==> config.mk <==
export PLATFORM = sky130hd
export DESIGN_NAME = cke_ram
export DESIGN_NICKNAME = d
export VERILOG_FILES = /design/src/charset_keyspace_enumerator_utf8_unit_assert.svh /design/src/cke_ram.sv
export SDC_FILE = /design/constraint.sdc
export NUM_CORES = 2
export LEC_CHECK = 0
export ABC_CLOCK_PERIOD_IN_PS = 2540
export CAP_MARGIN = 10
export CORE_MARGIN = 8
export CORE_UTILIZATION = 41
export DETAILED_ROUTE_END_ITERATION = 7
export DONT_BUFFER_PORTS = 1
export GPL_ROUTABILITY_DRIVEN = 0
export SLEW_MARGIN = 20
export SYNTH_ARGS = -nofsm -noshare
export SYNTH_HDL_FRONTEND = slang
export SYNTH_SLANG_ARGS = --single-unit
==> constraint.sdc <==
create_clock -name clk -period 2.54 [get_ports clk]
set_clock_uncertainty 0.15 [all_clocks]
set_input_delay 0.254 -clock clk [delete_from_list [all_inputs] [get_ports clk]]
set_output_delay 0.254 -clock clk [all_outputs]
set_load 0.05 [all_outputs]
==> src/charset_keyspace_enumerator_utf8_unit_assert.svh <==
// ----------------------------------------------------------------------------
// keyspace enumerator assertion macros
// shared property forms for the enumerator checks
// ----------------------------------------------------------------------------
`ifndef CHARSET_KEYSPACE_ENUMERATOR_UTF8_UNIT_ASSERT_SVH
`define CHARSET_KEYSPACE_ENUMERATOR_UTF8_UNIT_ASSERT_SVH

// same-cycle implication, sampled on clk, off during reset
`define CKE_ASSERT_IMPL(lbl, ante, cons, msg) \
    lbl: assert property (@(posedge clk) disable iff (!rst_n) (ante) |-> (cons)) \
        else $error(msg);

// next-cycle implication, sampled on clk, off during reset
`define CKE_ASSERT_NEXT(lbl, ante, cons, msg) \
    lbl: assert property (@(posedge clk) disable iff (!rst_n) (ante) |=> (cons)) \
        else $error(msg);

`endif

==> src/cke_ram.sv <==
// ----------------------------------------------------------------------------
// generic ram
// one write port, one read port with registered data
// ----------------------------------------------------------------------------
module cke_ram #(
    parameter int WIDTH = 8,
    parameter int DEPTH = 256
) (
    input  logic                     clk,
    input  logic                     we,
    input  logic [$clog2(DEPTH)-1:0] waddr,
    input  logic [WIDTH-1:0]         wdata,
    input  logic [$clog2(DEPTH)-1:0] raddr,
    output logic [WIDTH-1:0]         rdata
);

    logic [WIDTH-1:0] mem [DEPTH];

    always_ff @(posedge clk)
    begin
        if (we)
        begin
            mem[waddr] <= wdata;
        end
        rdata <= mem[raddr];
    end

endmodule

Word level (Yosys, flattened, before mapping). Memories as Yosys holds them, arrays and structs flattened. A register that Yosys moved wholly into a read port is not among the register bits. Index checks and enable logic that the tools add are counted.

Add/subtract/negate cells: 0. Multipliers: 0. Div/mod/pow operators: 0. Order comparisons: 0. Equality and inequality tests: 0. Shift operators: 0. Multiplexer cells: 2. Bitwise logic cells: 0. Reductions and logical operators: 0.

Operators by type and width (count): $mux 1 (2).

Flip-flop bits (word level): 0. Latch bits: 0. Bits in writable memories: 2048. Memory bits (read-only): 0. Input bits: 26. Output and inout bits: 8. Word-level logic and storage cells: 3. Memories kept: 1.

Memory list: mem (depth 256, width 8, rd ports 1, clocked after memory_dff 1, wr ports 1, line cke_ram.sv:17) `logic [WIDTH-1:0] mem [DEPTH];`.

Logic depth before layout (Yosys ltp).
Depth after elaboration: 2. Depth in mapped cells: 11. Gate-level depth less buffers: 6.

Worst setup path before layout. OpenSTA, ideal clock, no wires.

Path kind: input to register. From: input raddr[0]. To: register rdata[2], read port of mem. Setup time: 0.131 ns. Arrival: 2.061 ns. Required time: 2.259 ns. Setup slack: 0.198 ns. Stages: 9. Path buffers: 4. Path through: buf_6 buf_12 buf_8 buf_2 mux4_2 a22oi_1 a21oi_1 nor4_1 nor4_2.

RTL lines: start, declared (line cke_ram.sv:13) `input logic [$clog2(DEPTH)-1:0] raddr,`; end, declared (line cke_ram.sv:14) `output logic [WIDTH-1:0] rdata`.

==> results.toml <==
[status]
outcome = "finished with violations"
violations = "negative hold slack, max-slew violations, negative setup slack"

[clocking]
cts_sinks = 2056
cts-root-buf = "clkbuf_16"
cts_buffer_depth = 3
cts_setup_buffers = 0
cts_tree = "built"
cts.clk_slew.worst_paths_ns = 0.06
numCtsBuffers = 194
insertion_delay_ns = 0.82
cts_hold_buf = 21
h-tree-depth = 4

[global_route]
grt_pass1_vias = 40000
grt_pass1_wl_um = 286000
grt_overflow = 0
grt_start_max_net_pins = 579
grt_usage_pct = 18.5
antenna_found_initial = 10

[layout]
n_fill_cell = 15700
syn_to_final_growth_pct = 15.5
final-seq-area_sq_mm = 0.0617
nNetsFinal = 4223
multi_input_area_sq_mm = 0.0167
layout-drive-gt1-share_pct = 28.5

[critical_path]
path_max_fanout = 446
crit_type = "input port to register"
worst-endpoint-required_ns = 3.10
reg2reg_slack_ns = 0.07
cp-startpoint = "raddr[1]"
reg2reg_depth = 6
r2r-start = "mem[135][1]"
crit_arrival_ns = 3.67
end_kind = "register"
worst_setup_path_start_kind = "input port"
worstReg2RegEnd = "rdata[1]"

[die]
die_w_um = 457
dieArea_sq_mm = 0.208
start_util_pct = 41.3
core_sq_mm = 0.193
die_y_um = 457
ios = 34
num_rows = 161

[timing]
fmax_mhz = 321
setup_ws_ns = -0.577
rsz0062_at_grt = "true"
setup_viol = 8
finalSetupTns_ns = -3.40
slew_headroom_pct = -43.3
worst_pin_slew_ns = 2.15
layout_worst_path_cycle_share_pct = 123
fin_crit_ns = 3.12
hold_viol_final = 1860
timing.hold.ws_ns = -0.596
slew_violations = 181

[drt]
drt-initial-drc-count = 4393
antenna_left = 0
drt-total-wl_um = 201000
wl_per_cell_um = 29.2
vias = 39600
drcViolationCount = 0
first_pass_iters = 6
vias_per_cell = 5.74

[yosys]
synth.area.mux_share_pct = 14.6
netlist_area_sq_mm = 0.0796
synth_top_area_cell = "edfxtp_1"
syn_nets = 3759
synth-async-reset-ratio_pct = 0
synth_top_area_share_pct = 77.3
synth_cells = 3733
synth_warnings = 0
synth_top_family_by_area = "multiplexers"
synth_seq_cells = 2056
synth-xor-area-share_pct = 0
syn_area_per_cell_sq_um = 21.3
yosys.area_share.simple_pct = 2.63
yosysSeqAreaShare_pct = 77.5
yosysUniqueCellTypes = 55
ys.flop_type = "edfxtp_1"
synth_compound_area_share_pct = 3.42
yosys-top-cells-area = "edfxtp_1 (77%), mux4_2 (13%), mux2i_1 (1.7%)"
synthAdderAreaFrac_pct = 0
synth_edf_count = 2048

[worst_hold_path]
whs_path_depth = 0
hold_start = "wdata[2]"
whs_endpoint = "mem[227][2]"
hp-class = "input port to register"

[place]
preCtsSetupSlack_ns = -0.525
hpwl_um = 111000
portBuffers = 0

[power]
ir_drop_v = 0.000628
p_per_area_mw_per_mm2 = 742
leakagePower_nw = 29.0

[run]
drv_cap = 0
stage by stage:
stage                     instances  util (%)  power (mW)  cell area (sq um)
after detailed placement       6494      44.2        40.5              85100
after CTS                      6876      47.4        68.2              91400
after global routing           6892      47.7        69.9              91900
after global placement         6494      44.2        40.5              85100
after floorplan                3733         -        40.0              79600
final                          6896      47.7        68.2              91900
cells by family (layout without fill, tap and decap cells):
kind of cell           count (synthesis)  in the layout
buffers and inverters                235            864
and+or+nand+nor                      466            466
muxes                                591            591
other                                  0              8
DFF                                 2056           2056
AOI/OAI and AO/OA                    385            385
what timing repair did:
item	in CTS	in global routing
gates cloned	0	7
endpoints found under the setup margin	5	80
pin swaps	1	6
endpoints found under the hold margin	2914	2048
gates resized for setup	10	18
critical path, stage by stage:
cell,delay [ns]
or3b_2,1.14
buf_4,0.20
buf_4,0.14
o22ai_1,0.15
o21ai_0,0.11
nand3_1,0.20
nor4_4,0.09
buf_4,0.18
nor4_1,0.16
power breakdown:
part | internal, mW | switching, mW | total, mW | leakage (nW)
Sequential | 37.4 | 0.150 | 37.6 | 18.5
Combinational | 1.30 | 1.42 | 2.73 | 7.58
Clock | 15.6 | 12.3 | 27.9 | 2.95
layout make-up:
cell class,count,share of cell area (%)
Antenna cell,8,0.0218
Clock buffer,264,5.73
Clock inverter,97,0.861
Inverter,2,0.00817
Multi-Input combinational cell,1442,18.2
Sequential cell,2056,67.1
Tap cell,2526,3.44
Timing Repair Buffer,501,4.65
routing by layer:
metal	track usage, %	routed length, um
met2	29.7	96700
met5	0	0
met4	4.65	4340
met3	4.20	15900
met1	25.9	84200
synth_stat cells, types with 3 or more instances:
| cell type | instances |
|---|---|
| buf_2 | 31 |
| o211ai_1 | 10 |
| nor2_1 | 282 |
| buf_8 | 13 |
| nand4_1 | 10 |
| mux2i_1 | 134 |
| nor4_1 | 24 |
| a22o_1 | 8 |
| nand2_1 | 33 |
| buf_4 | 27 |
| a211oi_1 | 16 |
| o22ai_1 | 28 |
| mux4_2 | 454 |
| o22a_1 | 5 |
| nor2b_1 | 31 |
| nor4_2 | 3 |
| a21oi_1 | 96 |
| o221ai_1 | 46 |
| buf_1 | 22 |
| nand3_1 | 34 |
| o32ai_1 | 4 |
| dfxtp_1 | 8 |
| buf_6 | 21 |
| a221oi_1 | 13 |
| clkbuf_1 | 111 |
| a22oi_1 | 133 |
| nor3_1 | 22 |
| edfxtp_1 | 2048 |
| or2_2 | 4 |
| buf_12 | 8 |
| nand2b_1 | 8 |
| o21ai_0 | 10 |
| and2_1 | 6 |
worst max path at each step:
stage / cells after the start / endpoint
global route: 11 / rdata[5]
finish: 9 / rdata[1]
floorplan: 9 / rdata[2]
CTS: 6 / rdata[0]
global placement: 6 / rdata[1]
detailed placement: 6 / rdata[1]
layout by cell type (no fill, tap or decap), drive strengths merged, types with 2 or more instances in the layout:
cell,n
a311oi,2
nand3,34
o22a,5
mux2i,134
inv,7
o221ai,47
a211oi,16
bufinv,11
nand4,10
o32ai,5
and3b,2
a221oi,14
buf,473
nand3b,2
a21oi,96
a22oi,133
or2,4
o22ai,28
o21ai,12
nor4,27
nor2b,31
dlygate4sd3,21
edfxtp,2048
o211ai,10
a2111oi,5
clkbuf,271
nor3,22
nand2,33
clkinv,80
and2,6
diode,8
dfxtp,8
nand2b,8
mux4,456
a31oi,2
nor2,282
a22o,8
sequential cells by signal, indices dropped and copies added, names as in the netlist:
signal  flops
mem      2048
rdata       8
(Power assumes the default switching activity.)
