## config.mk

```make
export PLATFORM = sky130hd
export DESIGN_NAME = cke_chain
export DESIGN_NICKNAME = d
export VERILOG_FILES = /design/src/charset_keyspace_enumerator_utf8_unit_assert.svh /design/src/cke_pkg.sv /design/src/cke_cell.sv /design/src/cke_chain.sv
export SDC_FILE = /design/constraint.sdc
export NUM_CORES = 1
export LEC_CHECK = 0
export BUFFER_PORTS_ARGS = -buffer_cell sky130_fd_sc_hd__buf_2
export CORE_ASPECT_RATIO = 1.75
export CORE_MARGIN = 5
export CORE_UTILIZATION = 40
export CTS_CLUSTER_DIAMETER = 50
export CTS_CLUSTER_SIZE = 40
export DETAILED_ROUTE_END_ITERATION = 12
export PLACE_DENSITY_LB_ADDON = 0.12
export REMOVE_ABC_BUFFERS = 1
export SLEW_MARGIN = 10
export SYNTH_ARGS = -nofsm -noshare
export SYNTH_HDL_FRONTEND = slang
export SYNTH_SLANG_ARGS = --single-unit
```

## constraint.sdc

```tcl
create_clock -name clk -period 5.1 [get_ports clk]
set_clock_uncertainty 0.1 [all_clocks]
set_input_delay 1.53 -clock clk [delete_from_list [all_inputs] [get_ports clk]]
set_output_delay 1.53 -clock clk [all_outputs]
set_load 0.02 [all_outputs]
```

## src/charset_keyspace_enumerator_utf8_unit_assert.svh

```systemverilog
// ----------------------------------------------------------------------------
// keyspace enumerator assertion macros
// shared property forms for the enumerator checks
// ----------------------------------------------------------------------------
`ifndef CHARSET_KEYSPACE_ENUMERATOR_UTF8_UNIT_ASSERT_SVH
`define CHARSET_KEYSPACE_ENUMERATOR_UTF8_UNIT_ASSERT_SVH

// same-cycle implication, sampled on clk, off during reset
`define CKE_ASSERT_IMPL(lbl, ante, cons, msg) \
    lbl: assert property (@(posedge clk) disable iff (!rst_n) (ante) |-> (cons)) \
        else $error(msg);

// next-cycle implication, sampled on clk, off during reset
`define CKE_ASSERT_NEXT(lbl, ante, cons, msg) \
    lbl: assert property (@(posedge clk) disable iff (!rst_n) (ante) |=> (cons)) \
        else $error(msg);

`endif

```

## src/cke_pkg.sv

```systemverilog
// ----------------------------------------------------------------------------
// keyspace enumerator package
// shared types, constants and utf-8 encode helpers
// ----------------------------------------------------------------------------
package cke_pkg;

    localparam int CHARSET_DEPTH_DEF = 256;
    localparam int MAX_POSITIONS_DEF = 16;
    localparam int MAX_RESULTS       = 64;
    localparam int BCW               = $clog2(MAX_RESULTS);

    localparam int CP_W       = 21;
    localparam int BYTE_W     = 8;
    localparam int IDX_W      = 8;
    localparam int CFG_IDX_W  = 2;
    localparam int CFG_DATA_W = 9;

    localparam int CHARSET_SIZE_RST = 1;
    localparam int MAX_LENGTH_RST   = 16;

    localparam logic [CFG_IDX_W-1:0] REG_CHARSET_SIZE = 2'd0;
    localparam logic [CFG_IDX_W-1:0] REG_MAX_LENGTH   = 2'd1;

    typedef enum logic [1:0] {
        OP_WRITE   = 2'd0,
        OP_NEXT    = 2'd1,
        OP_RESTART = 2'd2
    } op_t;

    typedef enum logic [2:0] {
        ST_IDLE,
        ST_SCAN,
        ST_LOOK,
        ST_EMIT,
        ST_WALK,
        ST_EXH
    } state_t;

    // broadcast command to the digit chain
    typedef struct packed {
        logic clear;
        logic rotate;
        logic inject;
    } chain_cmd_t;

    // status back from the digit chain
    typedef struct packed {
        logic any_tok;
        logic wrap;
    } chain_stat_t;

    function automatic logic [2:0] utf8_len(input logic [CP_W-1:0] cp);
        logic [2:0] n;
        if (cp[CP_W-1:7] == '0) begin
            n = 3'd1;
        end else if (cp[CP_W-1:11] == '0) begin
            n = 3'd2;
        end else if (cp[CP_W-1:16] == '0) begin
            n = 3'd3;
        end else begin
            n = 3'd4;
        end
        return n;
    endfunction

    function automatic logic [BYTE_W-1:0] utf8_byte(input logic [CP_W-1:0] cp,
                                                    input logic [1:0] k);
        logic [BYTE_W-1:0] b;
        case (utf8_len(cp))
            3'd1: b = {1'b0, cp[6:0]};
            3'd2: b = (k == 2'd0) ? {3'b110, cp[10:6]} : {2'b10, cp[5:0]};
            3'd3: begin
                case (k)
                    2'd0:    b = {4'b1110, cp[15:12]};
                    2'd1:    b = {2'b10, cp[11:6]};
                    default: b = {2'b10, cp[5:0]};
                endcase
            end
            default: begin
                case (k)
                    2'd0:    b = {5'b11110, cp[20:18]};
                    2'd1:    b = {2'b10, cp[17:12]};
                    2'd2:    b = {2'b10, cp[11:6]};
                    default: b = {2'b10, cp[5:0]};
                endcase
            end
        endcase
        return b;
    endfunction

endpackage

```

## src/cke_cell.sv

```systemverilog
// ----------------------------------------------------------------------------
// digit cell
// one odometer position: digit, carry token, rotate link to its neighbor
// ----------------------------------------------------------------------------
module cke_cell #(
    parameter int DW  = 8,
    parameter int PW  = 4,
    parameter int IDX = 0
) (
    input  logic                   clk,
    input  logic                   rst_n,
    input  cke_pkg::chain_cmd_t    cmd,
    input  logic [DW-1:0]          radix_m1,
    input  logic [PW-1:0]          leftmost,
    input  logic [PW-1:0]          len_m1,
    input  logic [DW-1:0]          digit_in,
    input  logic                   carry_in,
    output logic [DW-1:0]          digit,
    output logic                   carry_out,
    output logic                   tok
);

    logic [DW-1:0] digit_reg;
    logic [DW-1:0] digit_next;
    logic          tok_reg;
    logic          tok_next;
    logic          active;
    logic          wrap;

    // positions left of the leftmost in use just absorb the carry
    assign active = (PW'(IDX) >= leftmost);
    assign wrap   = tok_reg && active && (digit_reg == radix_m1);

    always_comb
    begin
        digit_next = digit_reg;
        if (cmd.clear)
        begin
            digit_next = '0;
        end else if (cmd.rotate)
        begin
            digit_next = digit_in;
        end else if (tok_reg && active)
        begin
            digit_next = wrap ? '0 : DW'(digit_reg + 1'b1);
        end

        if (cmd.clear)
        begin
            tok_next = 1'b0;
        end else if (cmd.inject)
        begin
            tok_next = (PW'(IDX) == len_m1);
        end else
        begin
            tok_next = carry_in;
        end
    end

    always_ff @(posedge clk or negedge rst_n)
    begin
        if (!rst_n)
        begin
            digit_reg <= '0;
            tok_reg   <= 1'b0;
        end else
        begin
            digit_reg <= digit_next;
            tok_reg   <= tok_next;
        end
    end

    assign digit     = digit_reg;
    assign carry_out = wrap;
    assign tok       = tok_reg;

endmodule

```

## src/cke_chain.sv

```systemverilog
// ----------------------------------------------------------------------------
// digit chain
// ring of digit cells; rotates toward cell 0, carries walk toward cell 0
// ----------------------------------------------------------------------------
module cke_chain #(
    parameter int DW   = 8,
    parameter int PW   = 4,
    parameter int MAXP = 16
) (
    input  logic                  clk,
    input  logic                  rst_n,
    input  cke_pkg::chain_cmd_t   cmd,
    input  logic [DW-1:0]         radix_m1,
    input  logic [PW-1:0]         leftmost,
    input  logic [PW-1:0]         len_m1,
    output logic [DW-1:0]         head,
    output cke_pkg::chain_stat_t  stat
);

    logic [DW-1:0]   dig [MAXP];
    logic [MAXP-1:0] carry;
    logic [MAXP-1:0] tok;

    for (genvar i = 0; i < MAXP; i++) begin : g_cell
        localparam int NXT = (i == MAXP - 1) ? 0 : i + 1;
        logic cin;

        // the rightmost cell has no carry source
        assign cin = (i == MAXP - 1) ? 1'b0 : carry[NXT];

        cke_cell #(
            .DW  (DW),
            .PW  (PW),
            .IDX (i)
        ) u_cell (
            .clk       (clk),
            .rst_n     (rst_n),
            .cmd       (cmd),
            .radix_m1  (radix_m1),
            .leftmost  (leftmost),
            .len_m1    (len_m1),
            .digit_in  (dig[NXT]),
            .carry_in  (cin),
            .digit     (dig[i]),
            .carry_out (carry[i]),
            .tok       (tok[i])
        );
    end

    assign head         = dig[0];
    assign stat.any_tok = |tok;
    assign stat.wrap    = carry[0];

endmodule

```

# == Word-level counts from Yosys, hierarchy flattened ==
# Cells that the tools add are included.
# word_totals
in_bits,21
reg_bits,144
word_cells,241
output_inout_bits,10
# classes
add_sub_neg,16
muxes,96
n_eq_ne,31
n_reduce_logical,50
order_cmp,16
# op_table
cell,n
$mux W8,64
$add A8 B1 Y8 const B,16
$eq A8 B8 Y1,16
$reduce_bool A3 Y1,16
$eq A4 B4 Y1 const A,8
$ge A4 B4 Y1 const A,8
$logic_and A1 B1 Y1,32
$mux W1,32
$eq A3 B4 Y1 const A,4
$ge A3 B4 Y1 const A,4
$reduce_or A16 Y1,1
$eq A2 B4 Y1 const A,2
$ge A1 B4 Y1 const A,2
$ge A2 B4 Y1 const A,2
$eq A1 B4 Y1 const A,1
$logic_not A4 Y1,1

# == Logic depth before layout (Yosys ltp) ==
# depth
depth_word,7
mapped_depth,8
depth_no_buf,6

# == Modules after synthesis ==
# A second synthesis with hierarchy kept.
# hier_totals
hier_cells,1275
hier_area_um2,11345.9
# modules_own_cells
mod,area_per_inst_um2,instances,seq_area_each_um2,cells_each
cke_cell at g_cell[9].u_cell,769.5,1,225.2,83
cke_cell at g_cell[13].u_cell,757.0,1,225.2,82
cke_cell at g_cell[2].u_cell,750.7,1,225.2,84
cke_cell at g_cell[6].u_cell,744.5,1,225.2,87
cke_cell at g_cell[0].u_cell,734.5,1,225.2,83
cke_cell at g_cell[4].u_cell,730.7,1,225.2,86
cke_cell at g_cell[10].u_cell,720.7,1,225.2,82
cke_cell at g_cell[8].u_cell,710.7,1,225.2,81
cke_cell at g_cell[14].u_cell,700.7,1,225.2,77
cke_cell at g_cell[12].u_cell,681.9,1,225.2,80
cke_cell at g_cell[7].u_cell,679.4,1,225.2,77
cke_cell at g_cell[3].u_cell,676.9,1,225.2,75
cke_cell at g_cell[15].u_cell,668.1,1,225.2,80
cke_cell at g_cell[1].u_cell,666.9,1,225.2,67
3 more rows,-,-,-,-

# == Worst setup path before layout ==
# OpenSTA, ideal clock, no wires.
# synth_path
kind,input-to-output
from,input radix_m1[7]
to,output stat[0] in the netlist's numbering
path_buffers,3
arrival_time_ps,2651
required_ps,3470
path_stages,6
setup_slack_ps,819
path_cell_list,buf_4 -> buf_6 -> xor2_1 -> nor4_2 -> and3_1 -> buf_4
# synth_via
elab_chain_cells,2
# synth_rtl
item,line,text
start: declaration,cke_chain.sv:13,"input logic [DW-1:0] radix_m1,"
$eq A8 B8 Y1,cke_cell.sv:32,assign wrap = tok_reg && active && (digit_reg == radix_m1);
$logic_and A1 B1 Y1,cke_cell.sv:32,
end: declaration,cke_chain.sv:17,output cke_pkg::chain_stat_t stat
# No other way between the ends.

==> summary.md <==
| Metric | Value |
|---|---|
| CP Capture Type | output pin |
| Final Routed Wirelength | 35900 µm |
| Post-cts gate resize count | 0 |
| Starting Density | 40.4% |
| Yosys cell types | 74 |
| Final total power | 2.98 mW |
| YS warnings | 0 |
| Chip width | 134 µm |
| WHS | 0.468 ns |
| M1 GR Usage | 26.5% |
| Post-CTS Setup Bufs | 0 |
| CTS clk-pin slew, worst paths | 0.06 ns |
| Arr. time, crit path | 2.80 ns |
| Tcrit/Tclk final | 86.8% |
| Startpoint Class | primary input |
| Setup TNS | 0 ns |
| Sequential area share after synthesis | 33.5% |
| Status | finished clean |
| DR WL/cell | 22.9 µm |
| Total of fill cells in the finished design | 2658 |
| Number of port buffers | 30 |
| Share of cells above drive strength 1 | 11.3% |
| CTS Buf Count | 17 |
| Die height | 227 µm |
| Final Hold Fails | 0 |
| Max incr delay on CP | 0.28 ns |
| Gpl congestion | 0.853 |
| Die Area | 0.0304 mm² |
| Max Clk Rate | 226 MHz |
| Count of final setup violators | 0 |
| CP dominant cell by count | buf_2 |
| Met2 Resource Use GR | 42.1% |
| Hold path cells | 2 |
| Maxcap violations | 0 |
| Vias | 9729 |
| CTS root buffer | clkbuf_16 |
| Total Routing Usage GR | 23.9% |
| Via density | 6.21 |
| Wire length of the first global-routing pass | 55800 µm |
| Core area | 0.0266 mm² |
| Cell row count | 79 |
| Asr flop ratio synth | 100% |
| First-pass DRT Iterations | 5 |
| DPL Wire Length | 24700 µm |
| Setup CP Type | primary input to output pin |
| Routed Antenna Nets | 0 |
| Ranking of synthesized cells by area | dfrtp_1 34%, xor2_1 10%, a21oi_1 4.4% |
| Worst vdd ir | 0.000237 V |
| Area grow syn2layout | 7.25% |
| GRT met3 Usage | 4.17% |
| Mapped Area | 0.0107 mm² |
| Class of the worst hold path | flop to flop |
| CTS tree | built |
| Cells after Synth | 1264 |
| Final nets | 1267 |
| H-tree depth | 4 |
| Maximum clock path buffer count | 2 |
| Antenna violations before repair | 3 |
| Largest net degree at the start of global routing | 83 |
| GR peak layer | met2 |
| Area share of the largest cell type after synthesis | 33.5% |
| Top_reg_cell synth | dfrtp_1 |
| Worst-margin pin slew | 0.881 ns |
| Clk sink count | 144 |
| P_leak | 4.74 nW |
| Critical Path Fanout Max | 4 |
| Critical path's slowest cell | nor4_2 |
| Total gr overflow | 0 |
| Number of I/O pins | 31 |
| Number of DRC markers in iteration 0 | 516 |
| DRC Markers | 0 |
| R2R Setup Slk | 2.87 ns |
| Max reg flops | 128 |
| Fin. max-slew vios | 0 |
| Largest area contributor in the netlist | dfrtp_1 |
| CTS Hold Bufs | 0 |
| Pwr per Cell Area | 259 mW/mm² |
| Min Tclk post-route | 4.43 ns |
| Clk_lat worst skew | 0.45 ns |
| Ant diodes | 0 |
| Crit path required time | 3.47 ns |
| Vias in the first global route | 9779 |
| RSZ-0062 raised after global routing | false |
| Avg Cell Area, Syn | 8.50 µm² |
| Post-synthesis register bit count | 144 |
| Slew HR | 41.1% |
| Reg2reg path depth | 5 |
| EDFF count, synth | 0 |
| Cell breakdown of the critical path | buf_2, xor2_1, nor4_2, buf_4, and3_1, buf_2 |
per-layer routing:
layer  routed length [µm]  vias up
met3                 1490      116
li1                     -     4557
met2                18200      288
met1                13900     4762
met5                   27        -
met4                 2270        6
report_power, final:
group	internal (mW)	switching (mW)
sequential	1.19	0.0983
combinational	0.144	0.275
clock	0.724	0.553
path summary, 6_finish.rpt:
path / start / end
setup / recovery: radix_m1[1] / stat[0]
hold / removal: g_cell[1].u_cell.digit[4]$_DFFE_PN0P_ / g_cell[1].u_cell.digit[4]$_DFFE_PN0P_
setup reg to reg: g_cell[14].u_cell.digit[1]$_DFFE_PN0P_ / g_cell[14].u_cell.digit[3]$_DFFE_PN0P_
min in group asynchronous: rst_n / g_cell[8].u_cell.digit[6]$_DFFE_PN0P_
max in group asynchronous: rst_n / g_cell[15].u_cell.digit[6]$_DFFE_PN0P_
hold reg to reg: g_cell[1].u_cell.digit[4]$_DFFE_PN0P_ / g_cell[1].u_cell.digit[4]$_DFFE_PN0P_
layout make-up:
type	count	area [µm²]	area share [%]
clock inverter	15	163	1.41
sequential	144	3600	31.3
inverter	62	233	2.02
tap	324	405	3.52
timing repair buffer	53	357	3.09
clock buffer	17	425	3.69
multi-input combinational	952	6340	55.0
placed cells by master (no fill, tap or decap), types with 7 or more instances in the layout:
cell type  synthesis  final
nor2b_1           10     10
dfrtp_1          144    144
o21ai_1            7      7
a22oi_1           20     20
buf_2             15     28
nand3_1           77     77
nor4_1            16     16
buf_4             10     22
nor2_1            58     56
o21a_1             8      8
nand4_1           15     15
and2_1            16     16
o21ai_0           68     68
o211ai_1           8      8
or2_2              9      9
a221oi_1          37     37
xnor2_1           17     17
a32oi_1           24     24
a221o_1            9      9
a21o_1            10     10
or3_1             19     19
inv_1             61     61
nor3b_1            9      9
o31ai_1            7      7
ha_1              16     16
nand2_1          101    101
clkbuf_16          0     17
a21oi_1           94     94
a31oi_1           19     19
xor2_1           123    123
nor3_1            35     35
a2111oi_0          9      9
and3_1            20     20
nor4_2            19     19
stage by stage:
| step | utilization [%] | instances | cell area [µm²] | setup WS, ns |
|---|---|---|---|---|
| floorplan | - | 1158 | 10200 | 0.681 |
| global placement | 41.1 | 1535 | 10900 | 0.617 |
| detailed placement | 41.1 | 1535 | 10900 | 0.681 |
| CTS | 43.3 | 1567 | 11500 | 0.672 |
| global route | 43.3 | 1567 | 11500 | 0.658 |
| finish | 43.3 | 1567 | 11500 | 0.674 |
worst max-delay path, delay by kind of cell:
kind | cells | cell delay, ns
simple gates | 2 | 0.51
buf+inv | 3 | 0.54
xor+xnor | 1 | 0.22
cells in the mapped netlist, types with 17 or more instances:
library cell,instances
or3_1,19
xnor2_1,17
a32oi_1,24
a31oi_1,19
nor2_1,58
dfrtp_1,144
buf_6,17
o21ai_0,68
nand3_1,77
a22oi_1,20
nor4_2,19
xor2_1,123
inv_1,61
nor3_1,35
and3_1,20
a21oi_1,94
nand2_1,101
clkbuf_1,59
a221oi_1,37
cell families after synthesis:
group | count (synthesis) | share of synthesized area [%]
AND/OR/NAND/NOR | 431 | 22.3
AO/OA/AOI/OAI | 360 | 22.8
buffers and inverters | 168 | 7.61
flip-flops | 144 | 33.5
XOR/XNOR | 141 | 11.6
adder cells (fa/ha/maj) | 16 | 1.86
multiplexers | 4 | 0.373
(Power assumes the default switching activity.)
